## config.mk

```make
export PLATFORM = sky130hd
export DESIGN_NAME = telnet_option_responder_core
export DESIGN_NICKNAME = d
export VERILOG_FILES = /design/src/rtl/core/tor_pkg.sv /design/src/rtl/core/tor_ram.sv /design/src/rtl/core/tor_dec.sv /design/src/rtl/core/telnet_option_responder_core.sv
export SDC_FILE = /design/constraint.sdc
export NUM_CORES = 1
export LEC_CHECK = 0
export BUFFER_PORTS_ARGS = -buffer_cell sky130_fd_sc_hd__buf_2
export CORE_ASPECT_RATIO = 2
export CORE_MARGIN = 2
export CORE_UTILIZATION = 30
export DETAILED_ROUTE_END_ITERATION = 10
export GPL_ROUTABILITY_DRIVEN = 0
export HOLD_SLACK_MARGIN = 0.06
export PLACE_DENSITY = 0.55
export SLEW_MARGIN = 20
export SYNTH_ARGS = -nofsm -noshare
export SYNTH_HDL_FRONTEND = slang
export SYNTH_SLANG_ARGS = --single-unit
```

## constraint.sdc

```tcl
create_clock -name aclk -period 6.2 [get_ports aclk]
set_input_delay 0.62 -clock aclk [delete_from_list [all_inputs] [get_ports aclk]]
set_output_delay 0.62 -clock aclk [all_outputs]
set_load 0.005 [all_outputs]
```

## src/rtl/core/tor_pkg.sv

```systemverilog
// Shared types, telnet codes and constant tables for the telnet option responder.
package tor_pkg;

    typedef logic [7:0] tn_byte_t;

    localparam int LINE_SPEED_W = 24;
    localparam int TABLE_DEPTH  = 256;
    localparam int NAME_LEN     = 5;
    localparam int POW_W        = 34;

    localparam logic [LINE_SPEED_W-1:0] LINE_SPEED_RESET = 24'd9600;

    localparam tn_byte_t TN_IAC  = 8'd255;
    localparam tn_byte_t TN_SB   = 8'd250;
    localparam tn_byte_t TN_SE   = 8'd240;
    localparam tn_byte_t TN_WILL = 8'd251;
    localparam tn_byte_t TN_WONT = 8'd252;
    localparam tn_byte_t TN_DO   = 8'd253;
    localparam tn_byte_t TN_DONT = 8'd254;
    localparam tn_byte_t TN_IS   = 8'd0;
    localparam tn_byte_t TN_SEND = 8'd1;
    localparam tn_byte_t TN_NONE = 8'd0;

    localparam tn_byte_t OPT_BINARY = 8'd0;
    localparam tn_byte_t OPT_TTYPE  = 8'd24;
    localparam tn_byte_t OPT_TSPEED = 8'd32;

    localparam tn_byte_t CHAR_ZERO  = 8'h30;
    localparam tn_byte_t CHAR_COMMA = 8'h2C;

    localparam logic REQ_VERB = 1'b0;
    localparam logic REQ_SUB  = 1'b1;

    localparam logic CFG_LINE_SPEED = 1'b0;
    localparam logic CFG_PARITY     = 1'b1;

    // Options that are always agreed to.
    function automatic logic always_agreed(input tn_byte_t opt);
        return opt inside {8'd1, 8'd3, 8'd24, 8'd31, 8'd32, 8'd35, 8'd36, 8'd39};
    endfunction

    // Options whose SEND subnegotiation is answered.
    function automatic logic sub_served(input tn_byte_t opt);
        return opt inside {8'd24, 8'd32, 8'd35, 8'd36, 8'd39};
    endfunction

    // Terminal name "VT100".
    function automatic tn_byte_t name_char(input logic [2:0] idx);
        tn_byte_t c;
        case (idx)
            3'd0: c = 8'h56;
            3'd1: c = 8'h54;
            3'd2: c = 8'h31;
            3'd3: c = 8'h30;
            3'd4: c = 8'h30;
            default: c = 8'h00;
        endcase
        return c;
    endfunction

    function automatic logic [POW_W-1:0] pow10(input logic [3:0] n);
        logic [POW_W-1:0] p;
        case (n)
            4'd0: p = 34'd1;
            4'd1: p = 34'd10;
            4'd2: p = 34'd100;
            4'd3: p = 34'd1000;
            4'd4: p = 34'd10000;
            4'd5: p = 34'd100000;
            4'd6: p = 34'd1000000;
            4'd7: p = 34'd10000000;
            4'd8: p = 34'd100000000;
            4'd9: p = 34'd1000000000;
            4'd10: p = 34'd10000000000;
            default: p = 34'd0;
        endcase
        return p;
    endfunction

endpackage

```

## src/rtl/core/tor_ram.sv

```systemverilog
// Generic single-port-write, registered-read RAM.
module tor_ram #(
    parameter int WIDTH = 8,
    parameter int DEPTH = 256,
    localparam int ADDR_W = (DEPTH > 1) ? $clog2(DEPTH) : 1
) (
    input  logic              aclk,
    input  logic              wr_en,
    input  logic [ADDR_W-1:0] wr_addr,
    input  logic [WIDTH-1:0]  wr_data,
    input  logic [ADDR_W-1:0] rd_addr,
    output logic [WIDTH-1:0]  rd_data
);

    logic [WIDTH-1:0] mem [DEPTH];
    logic [WIDTH-1:0] rd_data_reg;

    always_ff @(posedge aclk) begin
        if (wr_en) begin
            mem[wr_addr] <= wr_data;
        end
        rd_data_reg <= mem[rd_addr];
    end

    assign rd_data = rd_data_reg;

endmodule

```

## src/rtl/core/tor_dec.sv

```systemverilog
// Binary to decimal converter built on one shared compare-and-subtract unit.
module tor_dec #(
    parameter int DIGITS = 7,
    localparam int POS_W = (DIGITS > 1) ? $clog2(DIGITS) : 1
) (
    input  logic                              aclk,
    input  logic                              aresetn,
    input  logic                              start,
    input  logic [tor_pkg::LINE_SPEED_W-1:0]  value,
    output logic                              done,
    output logic [POS_W-1:0]                  first,
    input  logic [POS_W-1:0]                  rd_pos,
    output logic [3:0]                        rd_digit
);

    import tor_pkg::*;

    localparam logic [POW_W-1:0] LIMIT    = pow10(4'(DIGITS)) - 34'd1;
    localparam logic [POS_W-1:0] LAST_POS = POS_W'(DIGITS - 1);
    localparam int               EXT_W    = POW_W - LINE_SPEED_W;

    logic                    busy_reg;
    logic                    done_reg;
    logic                    found_reg;
    logic [POS_W-1:0]        pos_reg;
    logic [POS_W-1:0]        first_reg;
    logic [LINE_SPEED_W-1:0] rem_reg;
    logic [3:0]              dig_reg;
    logic [3:0]              digits_reg [DIGITS];

    logic [POW_W-1:0]        pow_cur;
    logic [POW_W-1:0]        rem_ext;
    logic [POW_W-1:0]        diff;
    logic                    ge;
    logic [LINE_SPEED_W-1:0] clamped;

    assign pow_cur = pow10(4'(pos_reg));
    assign rem_ext = {{EXT_W{1'b0}}, rem_reg};
    assign ge      = rem_ext >= pow_cur;
    assign diff    = rem_ext - pow_cur;
    assign clamped = ({{EXT_W{1'b0}}, value} > LIMIT) ? LIMIT[LINE_SPEED_W-1:0] : value;

    always_ff @(posedge aclk) begin
        if (!aresetn) begin
            busy_reg <= 1'b0;
            done_reg <= 1'b0;
        end else if (start) begin
            busy_reg  <= 1'b1;
            done_reg  <= 1'b0;
            pos_reg   <= LAST_POS;
            rem_reg   <= clamped;
            dig_reg   <= 4'd0;
            found_reg <= 1'b0;
            first_reg <= '0;
        end else if (busy_reg) begin
            if (ge) begin
                rem_reg <= diff[LINE_SPEED_W-1:0];
                dig_reg <= dig_reg + 4'd1;
            end else begin
                digits_reg[pos_reg] <= dig_reg;
                dig_reg             <= 4'd0;
                if (dig_reg != 4'd0 && !found_reg) begin
                    found_reg <= 1'b1;
                    first_reg <= pos_reg;
                end
                if (pos_reg == '0) begin
                    busy_reg <= 1'b0;
                    done_reg <= 1'b1;
                end else begin
                    pos_reg <= pos_reg - POS_W'(1);
                end
            end
        end
    end

    assign done     = done_reg;
    assign first    = first_reg;
    assign rd_digit = digits_reg[rd_pos];

endmodule

```

## src/rtl/core/telnet_option_responder_core.sv

```systemverilog
// Top level of the telnet option responder: request sequencer, option table and reply output.
//
// Requests arrive on the s_ channel, one transaction per request; the reply leaves on the
// m_ channel one byte per transaction, with m_tlast on the final byte of each reply.
// Configuration registers are written through cfg_wr_en, cfg_index and cfg_wdata; the user
// must write them only while the block is idle, which the block itself does not enforce;
// index 0 is the line speed and index 1 the parity flag. A negotiation request is accepted
// in ST_IDLE, looked up and updated in the option table in ST_EVAL and then answered with
// three reply bytes. A subnegotiation reply sends one byte per cycle while the receiver does
// not stall, up to 21 bytes. The speed reply also runs the decimal converter from acceptance,
// which works through the digit positions in turn on its one compare-and-subtract unit, and
// the reply waits for it before its digits. The next request is taken only once the last
// reply byte is in the output register. Requests that get no reply are dropped in the cycle
// they are accepted. After reset the option table is cleared one entry per cycle, all 256
// entries, with s_tready low; binary flags clear, line speed returns to 9600 and parity to off.
// When the receiver stalls, the current byte holds in the output register and the
// sequencer waits; a new request can be accepted while the last byte is still pending.
module telnet_option_responder_core #(
    parameter int SPEED_DIGITS = 7
) (
    input  logic                             aclk,
    input  logic                             aresetn,
    input  logic                             s_tvalid,
    output logic                             s_tready,
    // [7:0] verb, [15:8] option_code, [23:16] sub_code, [24] terminated
    input  logic [31:0]                      s_tdata,
    // [0] req_type
    input  logic                             s_tuser,
    output logic                             m_tvalid,
    input  logic                             m_tready,
    // [7:0] out_byte, [8] tx_binary_mode, [9] rx_binary_mode
    output logic [15:0]                      m_tdata,
    output logic                             m_tlast,
    input  logic                             cfg_wr_en,
    input  logic                             cfg_index,
    input  logic [tor_pkg::LINE_SPEED_W-1:0] cfg_wdata
);

    import tor_pkg::*;

    localparam int POS_W  = (SPEED_DIGITS > 1) ? $clog2(SPEED_DIGITS) : 1;
    localparam int ADDR_W = $clog2(TABLE_DEPTH);

    typedef enum logic [3:0] {
        ST_CLEAR, ST_IDLE, ST_EVAL, ST_WAIT,
        E_IAC, E_VERB, E_OPT, E_SB, E_IS, E_NAME,
        E_DIG1, E_COMMA, E_DIG2, E_IAC2, E_SE
    } state_t;

    state_t                  state_reg;
    logic [ADDR_W-1:0]       clr_cnt_reg;
    logic                    req_reg;
    tn_byte_t                verb_reg;
    tn_byte_t                opt_reg;
    tn_byte_t                rv_reg;
    logic [2:0]              name_cnt_reg;
    logic [POS_W-1:0]        dig_idx_reg;
    logic                    xmit_reg;
    logic                    recv_reg;
    logic [LINE_SPEED_W-1:0] line_speed_reg;
    logic                    parity_reg;
    logic                    m_tvalid_reg;
    tn_byte_t                m_byte_reg;
    logic                    m_last_reg;
    logic                    m_xmit_reg;
    logic                    m_recv_reg;

    logic                    accept;
    logic                    in_req;
    tn_byte_t                in_verb;
    tn_byte_t                in_opt;
    tn_byte_t                in_sub;
    logic                    in_term;
    logic                    dec_start;
    logic                    dec_done;
    logic [POS_W-1:0]        dec_first;
    logic [3:0]              dec_digit;
    tn_byte_t                tbl_rd_data;
    logic                    tbl_wr_en;
    logic [ADDR_W-1:0]       tbl_wr_addr;
    tn_byte_t                tbl_wr_data;
    tn_byte_t                rv_next;
    logic                    xmit_next;
    logic                    recv_next;
    logic                    agree;
    logic                    out_free;
    logic                    emit_ok;
    tn_byte_t                emit_byte;
    logic                    emit_last;

    assign in_verb  = s_tdata[7:0];
    assign in_opt   = s_tdata[15:8];
    assign in_sub   = s_tdata[23:16];
    assign in_term  = s_tdata[24];
    assign in_req   = s_tuser;
    assign s_tready = (state_reg == ST_IDLE);
    assign accept   = s_tvalid && s_tready;
    assign out_free = !m_tvalid_reg || m_tready;

    assign dec_start = accept && (in_req == REQ_SUB) && (in_opt == OPT_TSPEED);

    tor_dec #(
        .DIGITS(SPEED_DIGITS)
    ) u_dec (
        .aclk     (aclk),
        .aresetn  (aresetn),
        .start    (dec_start),
        .value    (line_speed_reg),
        .done     (dec_done),
        .first    (dec_first),
        .rd_pos   (dig_idx_reg),
        .rd_digit (dec_digit)
    );

    tor_ram #(
        .WIDTH(8),
        .DEPTH(TABLE_DEPTH)
    ) u_table (
        .aclk    (aclk),
        .wr_en   (tbl_wr_en),
        .wr_addr (tbl_wr_addr),
        .wr_data (tbl_wr_data),
        .rd_addr (in_opt),
        .rd_data (tbl_rd_data)
    );

    always_comb begin
        agree     = 1'b0;
        xmit_next = xmit_reg;
        recv_next = recv_reg;
        if (opt_reg == OPT_BINARY) begin
            case (verb_reg)
                TN_DO: begin
                    agree = !parity_reg;
                    if (!parity_reg) begin
                        xmit_next = 1'b1;
                    end
                end
                TN_DONT: begin
                    agree     = 1'b1;
                    xmit_next = 1'b0;
                end
                TN_WILL: begin
                    agree = !parity_reg;
                    if (!parity_reg) begin
                        recv_next = 1'b1;
                    end
                end
                TN_WONT: begin
                    agree     = 1'b1;
                    recv_next = 1'b0;
                end
                default: agree = 1'b0;
            endcase
        end else begin
            agree = always_agreed(opt_reg);
        end
        case (verb_reg)
            TN_DO:   rv_next = agree ? TN_WILL : TN_WONT;
            TN_DONT: rv_next = TN_WONT;
            TN_WILL: rv_next = agree ? TN_DO : TN_DONT;
            TN_WONT: rv_next = TN_DONT;
            default: rv_next = TN_NONE;
        endcase
    end

    // Outside the clear after reset, table entries are only rewritten when the recorded reply verb actually changes.
    always_comb begin
        if (state_reg == ST_CLEAR) begin
            tbl_wr_en   = 1'b1;
            tbl_wr_addr = clr_cnt_reg;
            tbl_wr_data = TN_NONE;
        end else begin
            tbl_wr_en   = (state_reg == ST_EVAL) && (tbl_rd_data != rv_next);
            tbl_wr_addr = opt_reg;
            tbl_wr_data = rv_next;
        end
    end

    always_comb begin
        emit_byte = TN_NONE;
        emit_last = 1'b0;
        emit_ok   = 1'b0;
        case (state_reg)
            E_IAC: begin
                emit_byte = TN_IAC;
                emit_ok   = out_free;
            end
            E_VERB: begin
                emit_byte = rv_reg;
                emit_ok   = out_free;
            end
            E_OPT: begin
                emit_byte = opt_reg;
                emit_last = (req_reg == REQ_VERB);
                emit_ok   = out_free;
            end
            E_SB: begin
                emit_byte = TN_SB;
                emit_ok   = out_free;
            end
            E_IS: begin
                emit_byte = TN_IS;
                emit_ok   = out_free;
            end
            E_NAME: begin
                emit_byte = name_char(name_cnt_reg);
                emit_ok   = out_free;
            end
            E_DIG1, E_DIG2: begin
                emit_byte = CHAR_ZERO + {4'd0, dec_digit};
                emit_ok   = out_free;
            end
            E_COMMA: begin
                emit_byte = CHAR_COMMA;
                emit_ok   = out_free;
            end
            E_IAC2: begin
                emit_byte = TN_IAC;
                emit_ok   = out_free;
            end
            E_SE: begin
                emit_byte = TN_SE;
                emit_last = 1'b1;
                emit_ok   = out_free;
            end
            default: emit_ok = 1'b0;
        endcase
    end

    always_ff @(posedge aclk) begin
        if (!aresetn) begin
            state_reg      <= ST_CLEAR;
            clr_cnt_reg    <= '0;
            xmit_reg       <= 1'b0;
            recv_reg       <= 1'b0;
            line_speed_reg <= LINE_SPEED_RESET;
            parity_reg     <= 1'b0;
            m_tvalid_reg   <= 1'b0;
        end else begin
            if (cfg_wr_en) begin
                case (cfg_index)
                    CFG_LINE_SPEED: line_speed_reg <= cfg_wdata;
                    CFG_PARITY:     parity_reg     <= cfg_wdata[0];
                    default:        parity_reg     <= parity_reg;
                endcase
            end

            if (emit_ok) begin
                m_tvalid_reg <= 1'b1;
                m_byte_reg   <= emit_byte;
                m_last_reg   <= emit_last;
                m_xmit_reg   <= xmit_reg;
                m_recv_reg   <= recv_reg;
            end else if (m_tready) begin
                m_tvalid_reg <= 1'b0;
            end

            case (state_reg)
                ST_CLEAR: begin
                    clr_cnt_reg <= clr_cnt_reg + ADDR_W'(1);
                    if (clr_cnt_reg == ADDR_W'(TABLE_DEPTH - 1)) begin
                        state_reg <= ST_IDLE;
                    end
                end
                ST_IDLE: begin
                    if (accept) begin
                        req_reg  <= in_req;
                        verb_reg <= in_verb;
                        opt_reg  <= in_opt;
                        if (in_req == REQ_VERB) begin
                            state_reg <= ST_EVAL;
                        end else if (in_term && in_sub == TN_SEND && sub_served(in_opt)) begin
                            state_reg <= E_IAC;
                        end
                    end
                end
                ST_EVAL: begin
                    rv_reg    <= rv_next;
                    xmit_reg  <= xmit_next;
                    recv_reg  <= recv_next;
                    state_reg <= E_IAC;
                end
                ST_WAIT: begin
                    if (dec_done) begin
                        dig_idx_reg <= dec_first;
                        state_reg   <= E_DIG1;
                    end
                end
                E_IAC: begin
                    if (emit_ok) begin
                        state_reg <= (req_reg == REQ_VERB) ? E_VERB : E_SB;
                    end
                end
                E_VERB: begin
                    if (emit_ok) begin
                        state_reg <= E_OPT;
                    end
                end
                E_SB: begin
                    if (emit_ok) begin
                        state_reg <= E_OPT;
                    end
                end
                E_OPT: begin
                    if (emit_ok) begin
                        state_reg <= (req_reg == REQ_VERB) ? ST_IDLE : E_IS;
                    end
                end
                E_IS: begin
                    if (emit_ok) begin
                        name_cnt_reg <= 3'd0;
                        if (opt_reg == OPT_TTYPE) begin
                            state_reg <= E_NAME;
                        end else if (opt_reg == OPT_TSPEED) begin
                            state_reg <= ST_WAIT;
                        end else begin
                            state_reg <= E_IAC2;
                        end
                    end
                end
                E_NAME: begin
                    if (emit_ok) begin
                        name_cnt_reg <= name_cnt_reg + 3'd1;
                        if (name_cnt_reg == 3'(NAME_LEN - 1)) begin
                            state_reg <= E_IAC2;
                        end
                    end
                end
                E_DIG1: begin
                    if (emit_ok) begin
                        if (dig_idx_reg == '0) begin
                            state_reg <= E_COMMA;
                        end else begin
                            dig_idx_reg <= dig_idx_reg - POS_W'(1);
                        end
                    end
                end
                E_COMMA: begin
                    if (emit_ok) begin
                        dig_idx_reg <= dec_first;
                        state_reg   <= E_DIG2;
                    end
                end
                E_DIG2: begin
                    if (emit_ok) begin
                        if (dig_idx_reg == '0) begin
                            state_reg <= E_IAC2;
                        end else begin
                            dig_idx_reg <= dig_idx_reg - POS_W'(1);
                        end
                    end
                end
                E_IAC2: begin
                    if (emit_ok) begin
                        state_reg <= E_SE;
                    end
                end
                E_SE: begin
                    if (emit_ok) begin
                        state_reg <= ST_IDLE;
                    end
                end
                default: state_reg <= ST_IDLE;
            endcase
        end
    end

    assign m_tvalid = m_tvalid_reg;
    assign m_tlast  = m_last_reg;
    assign m_tdata  = {6'd0, m_recv_reg, m_xmit_reg, m_byte_reg};

endmodule
```

== Yosys cells after proc, flatten, opt, wreduce, memory -nomap -nowiden ==
Memories as Yosys holds them, arrays and structs flattened. A register that Yosys moved wholly into a read port is not among the register bits.
Cells that the tools add are included.

* Word-level logic and storage cells: 220
* Bits in read-only memories: 168
* RAM bits: 28
* Memories: 2
* Latch bits: 0
* Flip-flop bits (word level): 119

{| class="wikitable"
|+ Memories
! name !! words !! width !! read ports !! clocked after Yosys merged registers in !! write ports !! RTL line !! RTL
|-
| (no name shown) || 8 || 21 || 1 || 1 || 0 || tor_pkg.sv:63 || <nowiki>case (n)</nowiki>
|-
| u_dec.digits_reg || 7 || 4 || 1 || 1 || 1 || tor_dec.sv:29 || <nowiki>logic [3:0] digits_reg [DIGITS];</nowiki>
|}

* Equality and inequality tests: 60
* $add $sub $neg: 7
* Multipliers: 0
* Div/mod/pow operators: 0
* Mux-type cells: 72
* $lt $le $gt $ge: 2
* Reduce and logical (&&, ||, !) cells: 49
* Bitwise gates (word level): 4
* Shifts and indexed selects: 0

{| class="wikitable"
|+ Operator list
! cell !! number
|-
| 24-bit 2-to-1 mux || 4
|-
| 4-bit 2-to-1 mux || 23
|-
| 8-bit by 6-bit equality test with 1-bit output, second input constant || 8
|-
| 8-bit case mux with 8 select lines || 1
|-
| 4-bit case mux with 14 select lines || 1
|-
| 3-bit 2-to-1 mux || 16
|-
| 8-bit equality test, second input constant || 5
|-
| 24-bit by 34-bit >= comparator with 1-bit output || 1
|-
| 2-bit inequality test, second input constant || 17
|-
| 8-bit case mux with 4 select lines || 1
|-
| 4-bit equality test, second input constant || 7
|-
| 7-bit case mux with 4 select lines || 1
|-
| 8-bit by 5-bit equality test with 1-bit output, second input constant || 3
|-
| 24-bit greater-than comparator, second input constant || 1
|-
| 24-bit subtractor || 1
|-
| 4-bit AND reduction || 5
|-
| 1-bit 2-to-1 mux || 17
|-
| 17-bit AND reduction || 1
|-
| 4-bit by 3-bit equality test with 1-bit output, second input constant || 4
|-
| 8-bit by 1-bit equality test with 1-bit output, second input constant || 2
|-
| 2-bit nonzero test || 7
|-
| 2-bit OR reduction || 7
|-
| 11-bit OR reduction || 1
|-
| 2-bit by 1-bit inequality test with 1-bit output, second input constant || 5
|-
| other kinds (30) || 55
|}

== Depth between registers and ports, before layout ==
Gate-level depths: netlist of run 1.

* Word-level depth: 7
* Mapped depth: 16

== By module ==
A second synthesis of run 1 with hierarchy kept.

* Cell total of the unflattened synthesis: 837
* Area, all modules: 8475.6 µm²

{| class="wikitable"
|+ By module, submodules not included
! module !! instances !! cells each !! seq. area each (µm²) !! area each (µm²)
|-
| tor_dec || 1 || 428 || 2252.2 || 4525.6
|-
| telnet_option_responder_core || 1 || 409 || 1941.9 || 3950.0
|}

== Least setup slack after synthesis of run 1 ==
Ideal clock, no wire load.

* Kind: reg2reg
* Start point: register u_dec.rem_reg[0]
* End point: register u_dec.rem_reg[0] (enable)
* Data required time: 5787 ps
* Slack: 2659 ps
* Clock period less this slack: 3541 ps
* Arrival time: 3128 ps
* Stages on the path, launching flop included: 10
* Setup time: 413 ps
* Path buffers: 0
* Path through: edfxtp_1 > inv_1 > ha_1 > fa_1 > nor2b_1 > o21bai_4 > and4b_4 > o31ai_4 > o21ai_4 > a21oi_1

* Longest elaborated chain between the ends: 3

{| class="wikitable"
|+ Ends and longest elaborated chain
! what !! RTL line !! RTL
|-
| start, declared || tor_dec.sv:27 || <nowiki>logic [LINE_SPEED_W-1:0] rem_reg;</nowiki>
|-
| start signal, assigned || tor_dec.sv:51 || <nowiki>rem_reg <= clamped;</nowiki>
|-
| start signal, assigned || tor_dec.sv:57 || <nowiki>rem_reg <= diff[LINE_SPEED_W-1:0];</nowiki>
|-
| 24-bit by 34-bit >= comparator with 1-bit output || tor_dec.sv:39 || <nowiki>assign ge = rem_ext >= pow_cur;</nowiki>
|-
| 2-bit nonzero test (no line) || -- ||
|-
| 3-bit AND reduction (no line) || -- ||
|}

Every way passes these cells.
A chain may end at the register's enable or synchronous reset.

== Worst setup path in the final report of run 1 ==
* Start point: register state_reg[3]
* End point: register u_dec.pow_cur[7] (netlist name)

* Longest elaborated chain between the ends: 7

{| class="wikitable"
|+ Ends and longest elaborated chain
! what !! RTL line !! RTL
|-
| start, declared || telnet_option_responder_core.sv:50 || <nowiki>state_t state_reg;</nowiki>
|-
| start signal, assigned || telnet_option_responder_core.sv:292 || <nowiki>state_reg <= (req_reg == REQ_VERB) ? E_VERB : E_SB;</nowiki>
|-
| start signal, assigned || telnet_option_responder_core.sv:307 || <nowiki>state_reg <= (req_reg == REQ_VERB) ? ST_IDLE : E_IS;</nowiki>
|-
| 4-bit by 1-bit equality test with 1-bit output * || telnet_option_responder_core.sv:96 || <nowiki>assign s_tready = (state_reg == ST_IDLE);</nowiki>
|-
| 1-bit logical AND * || telnet_option_responder_core.sv:97 || <nowiki>assign accept = s_tvalid && s_tready;</nowiki>
|-
| 1-bit logical AND * (2 in series) || telnet_option_responder_core.sv:100 || <nowiki>assign dec_start = accept && (in_req == REQ_SUB) && (in_opt == OPT_TSPEED);</nowiki>
|-
| 2-bit inequality test (no line) / 2-bit nonzero test (equally long branches) || -- ||
|-
| 4-bit AND reduction (no line) || -- ||
|-
| 3-bit 2-to-1 mux (no line) * || -- ||
|}

Every way passes the cells marked *; elsewhere a longest branch is shown, timed or not.

==> results of run 1 <==
placed cells by master, fill, tap and decap left out, drive strengths merged, types with 11 or more instances in the layout:
cell type  netlist  routed
clkbuf          31      19
nand2          135     135
nor2            71      71
edfxtp         101     101
xnor2           20      20
and3            11      11
a21oi           59      59
nand3           23      23
nor3            24      24
inv             45      50
xor2            11      11
dfxtp           61      61
o21ai           56      56
buf             13      73
ha              37      37
mux2i           12      12
and2            15      15
a21boi          25      25
nor2b           13      13
kinds of logic after synthesis:
family | after synthesis | share of synthesized area (%)
simple gates | 335 | 18.63
compound gates | 214 | 16.58
flops | 162 | 48.98
buf+inv | 90 | 4.351
fa+ha+maj | 38 | 5.561
xor+xnor | 31 | 3.126
mux | 18 | 2.723
other cells | 1 | 0.04318
synthesized netlist by cell type (all sizes together), types with 8 or more instances:
library cell,count,area share (%)
dfxtp,61,14
a21oi,59,3.4
and3,11,0.79
ha,37,5.3
o21ai,56,3.4
nor2b,13,0.94
edfxtp,101,35
and2,15,1.1
xnor2,20,2.0
or3,9,0.65
nor2,71,3.2
buf,13,1.0
inv,45,1.9
clkbuf,31,1.3
nand2b,9,0.65
nand3,23,1.5
a21boi,25,2.2
mux2i,12,1.4
o21bai,8,0.99
nand2,135,5.9
xor2,11,1.1
nor3,24,1.5
where the power goes:
| part | leakage, nW | switching, W | internal, W |
|---|---|---|---|
| Sequential | 1.42 | 0.0000609 | 0.00118 |
| Combinational | 2.09 | 0.000157 | 0.000106 |
| Clock | 0.281 | 0.000461 | 0.000600 |
area by class of cell:
type	count	area [um^2]
Sequential cell	162	4254
Fill cell	2950	18710
Timing Repair Buffer	73	377.9
Multi-Input combinational cell	642	4080
Tap cell	360	450.4
Clock inverter	13	148.9
Inverter	46	172.7
Clock buffer	19	432.9
worst paths after layout:
check	to	slack [ns]	depth (start not counted)
worst min register to register	m_xmit_reg$_DFFE_PP_	0.45	0
worst min-delay path	verb_reg[5]$_DFFE_PP_	0.35	1
worst max register to register	u_dec.pow_cur[7]$_DFF_P_	2.00	14
worst max-delay path	u_dec.pow_cur[7]$_DFF_P_	2.00	14
metal layers:
metal / vias to the layer above / share of wire, % / global-route usage [%]
met1: 3064 / 45 / 16.86
li1: 3268 / - / -
met5: - / 0 / 0
met4: 0 / 2.1 / 4.792
met2: 172 / 49 / 22.61
met3: 39 / 4.5 / 2.986
worst max-delay path, stage by stage, from the launching register on:
cell      delay (ns)
dfxtp_1         0.88
clkinv_1        0.51
nand4_1         0.26
or3_1           0.14
buf_4           0.21
inv_1           0.19
nand2_1         0.12
a21boi_2        0.37
mux2i_1         0.42
inv_1           0.15
ha_1            0.30
a21oi_1         0.15
o21ai_0         0.09
o22ai_1         0.17
o211ai_1        0.10
stage by stage:
| stage | instances | area [um^2] | worst slack [ns] | power [W] |
|---|---|---|---|---|
| 5_1_grt | 1315 | 9917 | 1.662 | 0.002678 |
| 2_1_floorplan | 894 | 8703 | 2.659 | 0.001444 |
| 3_3_place_gp | 1283 | 9330 | 2.075 | 0.001527 |
| 4_1_cts | 1315 | 9912 | 2.044 | 0.002598 |
| 3_5_place_dp | 1283 | 9330 | 2.066 | 0.001532 |
| 6_report | 1315 | 9917 | 2.000 | 0.002569 |
==> impl_metrics.json, run 1 <==
{
  "cts_buffers": 17,
  "die_width_um": 124.3,
  "grt_pass1_vias": 6516,
  "clock_path_buffers": 2,
  "grt_first_pass_wirelength_um": 33130,
  "crit_path_end_kind": "flop",
  "ys_ff_latch": 162,
  "clk_pin_slew_ns": 0.07,
  "max_freq_mhz": 238.1,
  "post-route-period-util_pct": 67.74,
  "worstHoldPathType": "in -> reg",
  "clock_skew_ns": 0.01475,
  "rsz0062_at_grt": "false",
  "power_density_mw_per_mm2": 259.0,
  "period_needed_ns": 4.200,
  "vias": 6543,
  "wl_per_cell_um": 15.06,
  "std_cell_rows": 88,
  "finalNetCount": 1043,
  "cts-resized-gates": 0,
  "drtAntennaViolNets": 0,
  "crit_start": "state_reg[3]$_SDFFE_PN0P_",
  "dr.pass1.iters": 5,
  "crit_fanout": 26,
  "area_delta_synth_final_pct": 14.19,
  "io_buffers": 68,
  "n_antenna_cell": 0,
  "die-area_mm2": 0.03041,
  "cts_tree": "done",
  "grt_start_max_net_pins": 52,
  "crit_required_ns": 6.50,
  "synth_edf_count": 101,
  "routed_wl_um": 19810,
  "tightest_slew_ns": 0.8614,
  "coreArea_mm2": 0.02863,
  "fin_util_pct": 34.64,
  "synthesis.area_mm2": 0.008685,
  "maxSlewHeadroom_pct": 42.50,
  "ir_worst_vdd_v": 0.0001758,
  "synth-async-reset-ratio_pct": 0,
  "synth_cells": 889,
  "p_leak_nw": 3.795,
  "grt_usage_pct": 13.42,
  "postSynthAreaPerCell_um2": 9.769,
  "min_from": "s_tdata[5]",
  "cts_sinks": 162,
  "holdWs_ns": 0.3452,
  "clk_latency_ns": 0.45,
  "arrival_ns": 4.50,
  "cts_hold_buf": 0,
  "grt_overflow": 0,
  "tns_ns": 0,
  "seq_area_frac_synth_pct": 48.98,
  "slew_viol_final": 0,
  "worstReg2RegStart": "state_reg[3]$_SDFFE_PN0P_",
  "htreeDepth": 4,
  "drc": 0,
  "ys_warn_count": 0,
  "worstSetupPathType": "reg -> reg",
  "drt_iter0_drc": 530,
  "drive_above_1_share_pct": 14.24,
  "vias_per_cell": 4.976,
  "synth_cell_types": 80,
  "ys.flop_type": "edfxtp_1",
  "antenna_found_initial": 0,
  "crit_path_start_kind": "flop",
  "largest_reg_flops": 28,
  "dp_hpwl_um": 14620,
  "status": "complete, no violations",
  "maxCapViolCount": 0,
  "setup_viol": 0,
  "cts-root-buf": "clkbuf_16",
  "start_util_pct": 30.34,
  "hold_viol": 0,
  "die_h_um": 244.6,
  "post-cts-setup-buffers": 0,
  "ios": 82
}
Power figures use the tool's default switching activity.
==> run 2: changes to the inputs <==
Settings changed: ABC_AREA set to 1.
Clock period 6.2 ns to 4.1 ns, I/O delays scaled along.
==> impl_metrics.json, run 2 <==
{
  "status": "complete, no violations",
  "cts_hold_buf": 0,
  "synth.top_cells.by_count": "190 x nand2_1, 154 x nor2_1, 125 x inv_1, 101 x edfxtp_1, 91 x o21ai_0",
  "switching_share_pct": 22.71,
  "p_seq_share_pct": 51.1,
  "crit_path_top_delay_cell": "nor2_1",
  "clk_latency_ns": 0.44,
  "grt_pass1_vias": 7381,
  "ys.flop_type": "edfxtp_1",
  "crit_required_ns": 4.19,
  "path_delay_family": "simple AND/OR/NAND/NOR gates",
  "drtAntennaViolNets": 0,
  "die-area_mm2": 0.03048,
  "post-route-period-util_pct": 71.24,
  "drc": 0,
  "postSynthAreaPerCell_um2": 8.378,
  "maxCapViolCount": 0,
  "ios": 82,
  "holdPathEnd": "verb_reg[3]$_DFFE_PP_",
  "coreArea_mm2": 0.02874,
  "vias_per_cell": 4.845,
  "p_leak_nw": 4.191,
  "cts_tree": "done",
  "ys_ff_latch": 162,
  "clk_pin_slew_ns": 0.07,
  "grt_start_max_net_pins": 36,
  "max_freq_mhz": 342.4,
  "drive_above_1_share_pct": 13.52,
  "power.internal_w": 0.002639,
  "drt_iter0_drc": 423,
  "dr.pass1.iters": 5,
  "worstReg2RegStart": "u_dec.pow_cur[8]$_DFF_P_",
  "path_cells": "inv_1, ha_1, nand2_1, inv_1, a21oi_1, nand2_1, nand2_1, nand4_2, nand2_1, nand2_1, nor2_1, nand2_1, nor2_1",
  "slew_viol_final": 0,
  "slowest_delay_ns": 0.36,
  "final_common_cell": "nand2_1",
  "dp_hpwl_um": 18230,
  "synth_edf_count": 101,
  "crit_top_cell": "nand2_1",
  "path_buf_inv": 2,
  "seq_area_frac_synth_pct": 48.87,
  "arrival_ns": 3.01,
  "routed_wl_um": 22810,
  "synth_cells": 1039,
  "worstSetupPathType": "reg -> reg",
  "grt_first_pass_wirelength_um": 36470,
  "power_density_mw_per_mm2": 341.5,
  "setup_viol": 0,
  "reg2reg_depth": 13,
  "final_cells": 1486,
  "die_width_um": 124.4,
  "synth_most_common_cell": "nand2_1",
  "clock_skew_ns": 0.01262,
  "grt_overflow": 0,
  "synthesis.area_mm2": 0.008705,
  "final_cell_mix": "190 x nand2_1, 154 x nor2_1, 125 x inv_1",
  "wl_per_cell_um": 15.35,
  "period_needed_ns": 2.921,
  "worstHoldPathType": "in -> reg",
  "crit_path_start_kind": "flop",
  "hold_viol": 0,
  "synthTopCellsByArea": "edfxtp_1 35%, dfxtp_1 14%, nand2_1 8.2%",
  "power_w": 0.003414,
  "cts-resized-gates": 0,
  "dpl_cell_area_mm2": 0.009418,
  "largest_reg_flops": 28,
  "clockPowerShare_pct": 46.1,
  "reg2reg_to": "u_dec.digits_reg[2][1]$_DFFE_PP_",
  "std_cell_rows": 88,
  "clock_path_buffers": 2,
  "crit_path_end_kind": "flop",
  "synth_top_area_share_pct": 34.84,
  "p_sw_w": 0.0007753,
  "min_from": "s_tdata[3]",
  "area_delta_synth_final_pct": 14.86,
  "cts_buffers": 17,
  "post-cts-setup-buffers": 0,
  "holdWs_ns": 0.1445,
  "hold_depth": 1,
  "ir_worst_vdd_v": 0.0002363,
  "combPwrFrac_pct": 2.8,
  "finalNetCount": 1212,
  "cts-root-buf": "clkbuf_16",
  "antenna_found_initial": 2,
  "cts_sinks": 162,
  "synth-async-reset-ratio_pct": 0,
  "tightest_slew_ns": 0.8963,
  "final_cell_area_mm2": 0.009998,
  "synth_cell_types": 52,
  "grt_usage_pct": 15.28,
  "start_util_pct": 30.29,
  "placed_cells": 1452,
  "synth_area_leader_cell": "edfxtp_1",
  "htreeDepth": 4,
  "maxSlewHeadroom_pct": 40.02,
  "crit_fanout": 6,
  "rsz0062_at_grt": "false",
  "die_h_um": 244.9,
  "r2r_slack_ns": 1.18,
  "ys_warn_count": 0,
  "tns_ns": 0,
  "io_buffers": 68,
  "vias": 7199
}
## run 2: cell types whose count changed in the layout (fill, tap and decap cells not counted), moves of 12 or more
| cell | previous run | this run |
|---|---|---|
| inv_1 | 45 | 125 |
| nand3_1 | 20 | 40 |
| nand2_1 | 134 | 190 |
| o21ai_0 | 55 | 91 |
| xnor2_1 | 20 | 6 |
| nor2b_1 | 13 | 0 |
| nor2_1 | 69 | 154 |
| and2_1 | 15 | 0 |
| a21boi_0 | 24 | 1 |
| mux2i_1 | 12 | 0 |
## run 2: worst reg2reg max path: stages, from the launching register on
cell,delay [ns]
dfxtp_1,0.32
inv_1,0.04
ha_1,0.34
nand2_1,0.19
inv_1,0.06
a21oi_1,0.28
nand2_1,0.10
nand2_1,0.08
nand4_2,0.13
nand2_1,0.23
nand2_1,0.08
nor2_1,0.19
nand2_1,0.17
nor2_1,0.36
## run 2: logic make-up after synthesis
group                    Yosys count  synth area share, %
AO/OA/AOI/OAI                    196                12.48
XOR/XNOR                          14                1.409
adder cells (fa/ha/maj)           38                5.548
buffers and inverters            158                7.403
flip-flops                       162                48.87
multiplexers                       1               0.1294
other                              1              0.04308
AND/OR/NAND/NOR                  469                24.12
## run 2: cell type report
cell class                 instances  area [um^2]
clock buffer                      18        439.2
fill                            3026        18740
inverter                         131        491.7
antenna                            2        5.005
sequential                       162         4254
clock inverter                    14        136.4
timing repair buffer              75        392.9
tap                              360        450.4
multi-input combinational        724         3829
## run 2: worst max path at each step
stage                                startpoint                          endpoint  slack [ns]  depth (start not counted)
floorplan                               aresetn        u_dec.rem_reg[0]$_DFFE_PP_        0.56                          7
global placement     u_dec.rem_reg[9]$_DFFE_PP_  u_dec.digits_reg[2][3]$_DFFE_PP_        1.25                         12
detailed placement   u_dec.rem_reg[9]$_DFFE_PP_  u_dec.digits_reg[2][2]$_DFFE_PP_        1.17                         12
CTS                  u_dec.rem_reg[8]$_DFFE_PP_  u_dec.digits_reg[2][1]$_DFFE_PP_        1.15                         12
global route        u_dec.pow_cur[9]$_SDFF_PP1_  u_dec.digits_reg[2][1]$_DFFE_PP_        0.92                         13
finish                 u_dec.pow_cur[8]$_DFF_P_  u_dec.digits_reg[2][1]$_DFFE_PP_        1.18                         13
## run 2: layer usage
metal,vias to the layer above,part of all wire (%),track usage (%)
li1,3635,-,-
met1,3291,34,13.52
met2,189,55,29.70
met3,84,3.0,2.005
met4,0,8.1,13.02
met5,-,0,0
## run 2: stage by stage
stage / utilization [%] / setup slack (ns)
2_1_floorplan: - / 0.5606
3_5_place_dp: 32.77 / 1.170
4_1_cts: 34.77 / 1.151
5_1_grt: 34.79 / 0.9219
6_report: 34.79 / 1.179
3_3_place_gp: 32.77 / 1.250
## run 2: power by group through the flow
stage | sequential [W] | clock (W) | combinational [W]
after floorplan | 0.00178 | 0 | 0.0000539
after global placement | 0.00178 | 0 | 0.0000948
after detailed placement | 0.00178 | 0 | 0.0000960
after CTS | 0.00174 | 0.00161 | 0.0000968
after global routing | 0.00175 | 0.00167 | 0.000109
final | 0.00174 | 0.00157 | 0.0000951
